[src/rtl/core/rtcm3df_pkg.sv]
// Shared types and constants for the RTCM3 frame deframer.
package rtcm3df_pkg;

    localparam int ERR_CNT_BITS = 16;
    localparam int LEN_BITS     = 10;
    localparam int POS_BITS     = 11;
    localparam int CFG_IDX_BITS = 2;
    localparam int CFG_DAT_BITS = 10;

    localparam logic [7:0]          SYNC_BYTE_RST  = 8'hD3;
    localparam logic [LEN_BITS-1:0] MAX_LEN_RST    = 10'd1023;
    localparam logic [7:0]          LEN_HI_MASK    = 8'h03;

    localparam logic [CFG_IDX_BITS-1:0] REG_SYNC_BYTE = 2'd0;
    localparam logic [CFG_IDX_BITS-1:0] REG_MAX_LEN   = 2'd1;

    typedef logic [1:0] kind_t;
    localparam kind_t KIND_IGNORED   = 2'd0;
    localparam kind_t KIND_FRAME     = 2'd1;
    localparam kind_t KIND_LAST      = 2'd2;
    localparam kind_t KIND_LEN_ERROR = 2'd3;

    typedef enum logic [2:0] {
        PH_HUNT    = 3'd0,
        PH_LEN1    = 3'd1,
        PH_LEN2    = 3'd2,
        PH_PAYLOAD = 3'd3,
        PH_CK1     = 3'd4,
        PH_CK2     = 3'd5,
        PH_CK3     = 3'd6
    } phase_t;

    typedef struct packed {
        phase_t                  phase;
        logic [LEN_BITS-1:0]     bytes_left;
        logic [POS_BITS-1:0]     position;
        logic [1:0]              len_hi;
        logic [ERR_CNT_BITS-1:0] err_cnt;
    } parse_state_t;

    typedef struct packed {
        logic [7:0]          sync_byte;
        logic [LEN_BITS-1:0] max_len;
    } cfg_t;

    typedef struct packed {
        kind_t               kind;
        logic [7:0]          out_byte;
        logic [POS_BITS-1:0] byte_index;
        logic [POS_BITS-1:0] frame_len;
        logic [15:0]         error_total;
    } result_t;

endpackage

[src/rtl/core/rtcm3df_step.sv]
// Per-byte parser step: next parser state and result for one received byte.
module rtcm3df_step (
    input  rtcm3df_pkg::parse_state_t state,
    input  rtcm3df_pkg::cfg_t         cfg,
    input  logic [7:0]                data_byte,
    output rtcm3df_pkg::parse_state_t state_next,
    output rtcm3df_pkg::result_t      res
);
    import rtcm3df_pkg::*;

    logic [LEN_BITS-1:0] len;
    logic [LEN_BITS-1:0] left_dec;
    kind_t               kind;
    logic [7:0]          obyte;
    logic [POS_BITS-1:0] idx;
    logic [POS_BITS-1:0] flen;
    logic [POS_BITS-1:0] pos_base;

    assign len      = {state.len_hi, data_byte};
    assign left_dec = state.bytes_left - LEN_BITS'(1);

    always_comb
    begin
        state_next = state;
        kind       = KIND_FRAME;
        obyte      = data_byte;
        idx        = state.position;
        flen       = '0;
        pos_base   = state.position;

        case (state.phase)
            PH_LEN1:
            begin
                state_next.len_hi = data_byte[1:0] & LEN_HI_MASK[1:0];
                state_next.phase  = PH_LEN2;
            end
            PH_LEN2:
            begin
                if (len > cfg.max_len)
                begin
                    if (state.err_cnt != '1)
                        state_next.err_cnt = state.err_cnt + ERR_CNT_BITS'(1);
                    kind             = KIND_LEN_ERROR;
                    state_next.phase = PH_HUNT;
                end
                else
                begin
                    state_next.bytes_left = len;
                    state_next.phase      = (len == '0) ? PH_CK1 : PH_PAYLOAD;
                end
            end
            PH_PAYLOAD:
            begin
                state_next.bytes_left = left_dec;
                if (left_dec == '0)
                    state_next.phase = PH_CK1;
            end
            PH_CK1:
                state_next.phase = PH_CK2;
            PH_CK2:
                state_next.phase = PH_CK3;
            PH_CK3:
            begin
                kind             = KIND_LAST;
                flen             = state.position + POS_BITS'(1);
                state_next.phase = PH_HUNT;
            end
            default:
            begin
                state_next.phase = PH_HUNT;
                idx              = '0;
                if (data_byte == cfg.sync_byte)
                begin
                    pos_base         = '0;
                    state_next.phase = PH_LEN1;
                end
                else
                begin
                    kind  = KIND_IGNORED;
                    obyte = '0;
                end
            end
        endcase

        // position only runs on through ordinary frame bytes
        if (kind == KIND_FRAME)
            state_next.position = pos_base + POS_BITS'(1);
        else
            state_next.position = '0;

        res.kind        = kind;
        res.out_byte    = obyte;
        res.byte_index  = idx;
        res.frame_len   = flen;
        res.error_total = 16'(state_next.err_cnt);
    end

endmodule

[src/rtl/core/rtcm3_frame_deframer.sv]
// Top level of the RTCM3 frame deframer: config, parser state and result register.
//
//  channel  signals                                         direction
//  in       in_valid/in_ready, data_byte                    byte into block
//  out      out_valid/out_ready, kind, out_byte,            result out of block
//           byte_index, frame_len, error_total
//  cfg      cfg_valid/cfg_ready, cfg_index, cfg_data         register write in
//
// One byte per cycle while the output is not stalled: the parser step is evaluated
// on the accepted byte and the result lands in the output register on the same edge.
// A new byte is taken while the held result is being transferred; only a stalled
// output with a full result register holds off input. Reset clears parser state,
// error count and config to defaults. Config writes are always accepted.
module rtcm3_frame_deframer (
    input  logic                                   clk,
    input  logic                                   rst_n,
    input  logic                                   in_valid,
    output logic                                   in_ready,
    input  logic [7:0]                             data_byte,
    output logic                                   out_valid,
    input  logic                                   out_ready,
    output logic [1:0]                             kind,
    output logic [7:0]                             out_byte,
    output logic [rtcm3df_pkg::POS_BITS-1:0]       byte_index,
    output logic [rtcm3df_pkg::POS_BITS-1:0]       frame_len,
    output logic [15:0]                            error_total,
    input  logic                                   cfg_valid,
    output logic                                   cfg_ready,
    input  logic [rtcm3df_pkg::CFG_IDX_BITS-1:0]   cfg_index,
    input  logic [rtcm3df_pkg::CFG_DAT_BITS-1:0]   cfg_data
);
    import rtcm3df_pkg::*;

    cfg_t         cfg_reg;
    parse_state_t state_reg;
    parse_state_t state_next;
    result_t      res_next;
    result_t      res_reg;
    logic         out_valid_reg;
    logic         in_xfer;

    assign in_ready  = !out_valid_reg || out_ready;
    assign in_xfer   = in_valid && in_ready;
    assign cfg_ready = 1'b1;

    rtcm3df_step u_step (
        .state      (state_reg),
        .cfg        (cfg_reg),
        .data_byte  (data_byte),
        .state_next (state_next),
        .res        (res_next)
    );

    always_ff @(posedge clk or negedge rst_n)
    begin
        if (!rst_n)
        begin
            cfg_reg.sync_byte    <= SYNC_BYTE_RST;
            cfg_reg.max_len      <= MAX_LEN_RST;
            state_reg.phase      <= PH_HUNT;
            state_reg.bytes_left <= '0;
            state_reg.position   <= '0;
            state_reg.len_hi     <= '0;
            state_reg.err_cnt    <= '0;
            out_valid_reg        <= 1'b0;
        end
        else
        begin
            if (cfg_valid)
            begin
                case (cfg_index)
                    REG_SYNC_BYTE: cfg_reg.sync_byte <= cfg_data[7:0];
                    REG_MAX_LEN:   cfg_reg.max_len   <= cfg_data[LEN_BITS-1:0];
                    default:       ;
                endcase
            end
            if (in_xfer)
            begin
                state_reg     <= state_next;
                out_valid_reg <= 1'b1;
            end
            else if (out_ready)
                out_valid_reg <= 1'b0;
        end
    end

    always_ff @(posedge clk)
    begin
        if (in_xfer)
            res_reg <= res_next;
    end

    assign out_valid   = out_valid_reg;
    assign kind        = res_reg.kind;
    assign out_byte    = res_reg.out_byte;
    assign byte_index  = res_reg.byte_index;
    assign frame_len   = res_reg.frame_len;
    assign error_total = res_reg.error_total;

endmodule

[config.mk]
export PLATFORM = sky130hd
export DESIGN_NAME = rtcm3_frame_deframer
export DESIGN_NICKNAME = d
export VERILOG_FILES = /design/src/rtl/core/rtcm3df_pkg.sv /design/src/rtl/core/rtcm3df_step.sv /design/src/rtl/core/rtcm3_frame_deframer.sv
export SDC_FILE = /design/constraint.sdc
export NUM_CORES = 1
export LEC_CHECK = 0
export BUFFER_PORTS_ARGS = -buffer_cell sky130_fd_sc_hd__buf_2
export CELL_PAD_IN_SITES_DETAIL_PLACEMENT = 2
export CELL_PAD_IN_SITES_GLOBAL_PLACEMENT = 2
export CORE_MARGIN = 2
export CORE_UTILIZATION = 40
export DETAILED_ROUTE_END_ITERATION = 6
export PLACE_DENSITY = 0.88
export RECOVER_POWER = 100
export SLEW_MARGIN = 25
export SYNTH_ARGS = -nofsm -noshare
export SYNTH_HDL_FRONTEND = slang
export SYNTH_SLANG_ARGS = --single-unit
[constraint.sdc]
create_clock -name clk -period 7.67 [get_ports clk]
set_input_delay 0.3835 -clock clk [delete_from_list [all_inputs] [get_ports clk]]
set_output_delay 0.3835 -clock clk [all_outputs]
set_load 0.05 [all_outputs]
Word level (Yosys, flattened, before mapping) --
Index checks and enable logic that the tools add are counted. Widths: inputs -> output; s select.
Storage, ports and cells: output and inout bits 51, register bits after elaboration 109, logic and storage cells 65, input bits 25
Cells by class: reduce and logical (&&, ||, !) cells 15, magnitude comparators 1, multiplexer cells 20, eq/ne operators 12, add/subtract/negate cells 4
Operators with widths (count):
- $mux 16 | 3
- $mux 11 | 3
- $add 11x1->11 const B | 2
- $logic_not 10->1 | 2
- $pmux 10 s2 | 1
- $pmux 3 s6 | 1
- $add 16x1->16 const B | 1
- $mux 8 | 2
- $ne 16x16->1 const B | 1
- $gt 10x10->1 | 1
- $mux 10 | 1
- $sub 10x1->10 const B | 1
- $eq 3x3->1 const B | 3
- $mux 3 | 3
- $eq 8x8->1 | 1
- $reduce_and 2->1 | 4
- $eq 3x2->1 const B | 2
- $pmux 2 s3 | 1
- $reduce_or 6->1 | 1
- $eq 2x1->1 const B | 2
- $mux 1 | 4
- $reduce_bool 2->1 | 2
- $reduce_or 4->1 | 1
- $eq 3x1->1 const B | 1
- other kinds (8) | 8

Longest topological paths before layout --
depth after elaboration 5, mapped depth 11, gate-level depth less buffers 11

By module --
A second synthesis with hierarchy kept.
Unflattened totals: cells, all modules 507, area, all modules 5849.4 µm²
Modules (own cells, without submodules):
- rtcm3_frame_deframer | sequential area each 2986.6 µm², area an instance 3787.4 µm², cells an instance 182, instances 1
- rtcm3df_step | sequential area each 0.0 µm², area an instance 2062.0 µm², cells an instance 325, instances 1

Worst setup path before layout --
Ideal clock, no wire load.
kind register to register, start register out_valid_reg (netlist: out_valid), end register state_reg[13] (netlist bit), library setup time 0.125 ns, clock period less this slack 3.645 ns, data required time 7.545 ns, cell stages (with the launch flop) 7, data arrival time 3.520 ns, slack 4.025 ns, buffers on the path 1, cells stage by stage dfrtp_1 -> nand2b_1 -> nand2_1 -> inv_1 -> clkbuf_1 -> nand4_1 -> mux2_2
On the way: longest elaborated chain between the ends 3
Ends and longest elaborated chain:
- from (decl) | RTL line rtcm3_frame_deframer.sv:39 | logic out_valid_reg;
- from (signal assigned) | RTL line rtcm3_frame_deframer.sv:65 | out_valid_reg <= 1'b0;
- from (signal assigned) | RTL line rtcm3_frame_deframer.sv:80 | out_valid_reg <= 1'b1;
- from (signal assigned) | RTL line rtcm3_frame_deframer.sv:83 | out_valid_reg <= 1'b0;
- $logic_not 1->1 | RTL line rtcm3_frame_deframer.sv:42 | assign in_ready = !out_valid_reg || out_ready;
- $logic_or 1x1->1 | RTL line rtcm3_frame_deframer.sv:42
- named net in_ready | RTL line rtcm3_frame_deframer.sv:18 | output logic in_ready,
- $logic_and 1x1->1 | RTL line rtcm3_frame_deframer.sv:43 | assign in_xfer = in_valid && in_ready;
- named net in_xfer | RTL line rtcm3_frame_deframer.sv:40 | logic in_xfer;
- to (signal assigned) | RTL line rtcm3_frame_deframer.sv:79 | state_reg <= state_next;
- to (decl) | RTL line rtcm3_frame_deframer.sv:35 | parse_state_t state_reg;
The timed path passes the listed nets, and every way through them passes these cells. A chain may end at the register's enable or synchronous reset.

Final worst setup path --
start register out_valid_reg (netlist: out_valid), end register state_reg[13] (netlist bit)
On the way: longest elaborated chain between the ends 3
Ends and longest elaborated chain (RTL line):
- $logic_not 1->1 | rtcm3_frame_deframer.sv:42
- $logic_or 1x1->1 | rtcm3_frame_deframer.sv:42
- $logic_and 1x1->1 | rtcm3_frame_deframer.sv:43
Every way passes these cells.

==> metrics.md <==
| Metric | Value |
|---|---|
| Status | complete, but fails checks |
| Failing checks | max-capacitance violations, max-slew violations |
| PwrDens | 317.2 nW/um2 |
| Worst Skew | 0.007493 ns |
| Chip height | 121.9 um |
| Start point of the critical path | out_valid$_DFFE_PN0P_ |
| # setup viols final | 0 |
| Number of synthesized register bits | 109 |
| Die width | 121.9 um |
| Reg2reg end | state_reg[13]$_DFFE_PN0P_ |
| Register area share after synthesis | 53.71% |
| Slew margin rel. | -138.9% |
| Pwr Total | 0.001987 W |
| Ports | 76 |
| Final Cycle Share | 53.76% |
| Top_reg_cell synth | edfxtp_1 |
| Clock Sinks | 109 |
| Total number of vias | 4167 |
| Netlist cell types | 60 |
| Critical path type | reg2reg |
| DRT iter0 DRCs | 211 |
| Least-Margin Pin Slew | 3.584 ns |
| TNS Setup | 0 ns |
| Vias in the first global route | 4772 |
| CP top delay family | buffers and inverters |
| Worst reg2reg path startpoint | out_valid$_DFFE_PN0P_ |
| Worst EP arrival | 4.38 ns |
| Overall routing resource usage | 21.94% |
| Synthesized area | 5560 um2 |
| Synthesized area per cell | 10.86 um2 |
| Final hold vios | 0 |
| Max VDD drop | 0.1085 mV |
| DR pass1 iterations | 4 |
| Area delta synth->final | 12.65% |
| Overflow after GRT | 0 |
| Critical path depth | 7 |
| Post-synth net total | 552 |
| R2R depth | 7 |
| Final #Nets | 622 |
| ANT nets after route | 0 |
| Clk root buf | clkbuf_16 |
| Post-DP HPWL | 11120 um |
| Leakage | 2.540 nW |
| Starting Density | 40.53% |
| Max Buffers Root-to-Sink | 2 |
| First-pass GRT wire length | 24790 um |
| Layout cells sized above 1 | 14.48% |
| Synth async-reset ratio | 55.96% |
| Post-CTS Resized | 0 |
| Buf/Inv on CP | 3 |
| Slowest CP cell | clkbuf_1 |
| Setup repair bufs after CTS | 0 |
| Max-Cap Viols | 3 |
| Mean routed wirelength per cell | 19.97 um |
| R2R Setup Slk | 3.55 ns |
| Largest stage delay, worst path | 1.51 ns |
| Syn Inst Count | 512 |
| Critical Path Sink Type | register |
| Drt via density | 5.433 |
| Cell Chain, Critical Path | nand2b_1 > nand2_1 > clkbuf_1 > inv_1 > clkbuf_1 > nand4_1 > mux2_2 |
| Post-Route WL | 15320 um |
| Largest net degree at the start of global routing | 62 |
| CP Data Required Time | 7.93 ns |
| CTS Hold Bufs | 0 |
| Largest area contributor in the netlist | edfxtp_1 |
| Area share of the largest cell type after synthesis | 25.92% |
| CORE AREA | 13720 um2 |
| Hold Crit Class | in2reg |
| Crit path time final | 4.124 ns |
| Clock-pin slew on the worst setup and hold paths | 0.07 ns |
| Post-synth EDFFs | 48 |
| H-Tree Depth | 3 |
| DIE AREA | 14860 um2 |
| Ranking of synthesized cells by area | edfxtp_1, dfrtp_1, dfstp_2, mux2_2, xor2_1 |
| Skew-Pair Late Insertion Delay | 0.37 ns |
| CP Max Fanout | 39 |
| Largest register FFs | 42 |
| TritonCTS clock tree | done |
| CTS Buf Count | 9 |
| GPL Wtd Cong | 0.7989 |
| Most used cell, CP | clkbuf_1 |
| DRC viols | 0 |
| CP Capture Point | state_reg[13]$_DFFE_PN0P_ |
| Initial antenna violation count | 0 |
| Warnings from Yosys | 0 |
| RSZ-0062 raised after global routing | no |
| Peak Freq | 242.5 MHz |
| Core Rows | 43 |
| Critical Path Source Type | register |
| # port buffers | 74 |
| Max Slew Vio Count | 121 |
| Antenna cells | 0 |
==> cell usage in the layout, fill, tap and decap left out, types with 4 or more instances in the layout <==
cell type  Yosys  routed
a21o_1         4       4
a21oi_1       26      26
a31oi_1        7       7
and2_0         0      20
and3_1        10      10
buf_2          6      22
clkbuf_1      10      56
clkbuf_16      0       9
dfrtp_1       46      46
dfstp_2       15      13
edfxtp_1      48      48
ha_1          15      15
inv_1         19      19
mux2_2        26      24
nand2_1       48      48
nand2b_1       4       4
nand3_1       19      21
nand4_1        9       9
nor2_1        48      48
nor3_1        12      12
o21ai_0       17      21
o31ai_1        4       5
xnor2_1       18      18
xor2_1        22      22
==> cells by family (layout without fill, tap and decap cells) <==
kind of cell | after synthesis | in the layout | synth area share (%)
compound gates | 83 | 83 | 9.721
fa+ha+maj | 15 | 15 | 3.375
other cells | 1 | 1 | 0.06744
mux | 28 | 28 | 5.715
simple gates | 199 | 199 | 18.27
flops | 109 | 109 | 53.71
buf+inv | 37 | 112 | 2.835
xor+xnor | 40 | 40 | 6.301
==> synth_stat cells, types with 4 or more instances <==
library cell and number:
edfxtp_1 48, nand2_1 48, nor2_1 48, dfrtp_1 46, a21oi_1 26, mux2_2 26
and2_1 23, xor2_1 22, inv_1 19, nand3_1 19, xnor2_1 18, o21ai_0 17
dfstp_2 15, ha_1 15, nor3_1 12, and3_1 10, clkbuf_1 10, nand4_1 9
a31oi_1 7, buf_2 6, a21o_1 4, nand2b_1 4, o31ai_1 4
==> report_power, final <==
group / internal (W) / leakage [nW] / switching, W
registers: 0.000740 / 1.23 / 0.000137
clock network: 0.000234 / 0.141 / 0.000220
logic: 0.000208 / 1.17 / 0.000448
==> per-stage QoR <==
stage	utilization [%]	cells	hold WS, ns	worst slack, ns	area (um2)
floorplan	-	512	0.08791	4.025	5560
global placement	44.40	751	0.5170	4.864	6092
detailed placement	44.40	751	0.5342	4.627	6092
CTS	46.48	767	0.2255	4.528	6376
global route	45.65	767	0.2417	3.114	6264
finish	45.65	767	0.2338	3.547	6264
==> metal layers <==
layer  vias to the layer above  global-route usage [%]  part of all wire, %
li1                       1962                       -                    -
met1                      2107                   25.08                   41
met2                        77                   40.68                   54
met3                        21                   3.558                  3.6
met4                         0                   8.621                  2.1
met5                         -                       0                    0
==> cell type report <==
class,count,area [um2]
Fill cell,1488,7456
Inverter,19,71.32
Timing Repair Buffer,77,316.6
Sequential cell,109,2987
Tap cell,180,225.2
Multi-Input combinational cell,366,2380
Clock buffer,11,242.7
Clock inverter,5,41.29
==> worst min-delay path by stage <==
stage / endpoint / cells after the start / slack [ns] / from
5_1_grt: out_valid$_DFFE_PN0P_ / 2 / 0.24 / in_valid
3_3_place_gp: out_valid$_DFFE_PN0P_ / 2 / 0.52 / out_valid$_DFFE_PN0P_
6_report: out_valid$_DFFE_PN0P_ / 2 / 0.23 / in_valid
3_5_place_dp: out_valid$_DFFE_PN0P_ / 2 / 0.53 / out_valid$_DFFE_PN0P_
4_1_cts: out_valid$_DFFE_PN0P_ / 2 / 0.23 / in_valid
2_1_floorplan: cfg_reg[12]$_DFFE_PN0P_ / 0 / 0.09 / rst_n
Note: power is estimated with default switching activity, not from simulation.
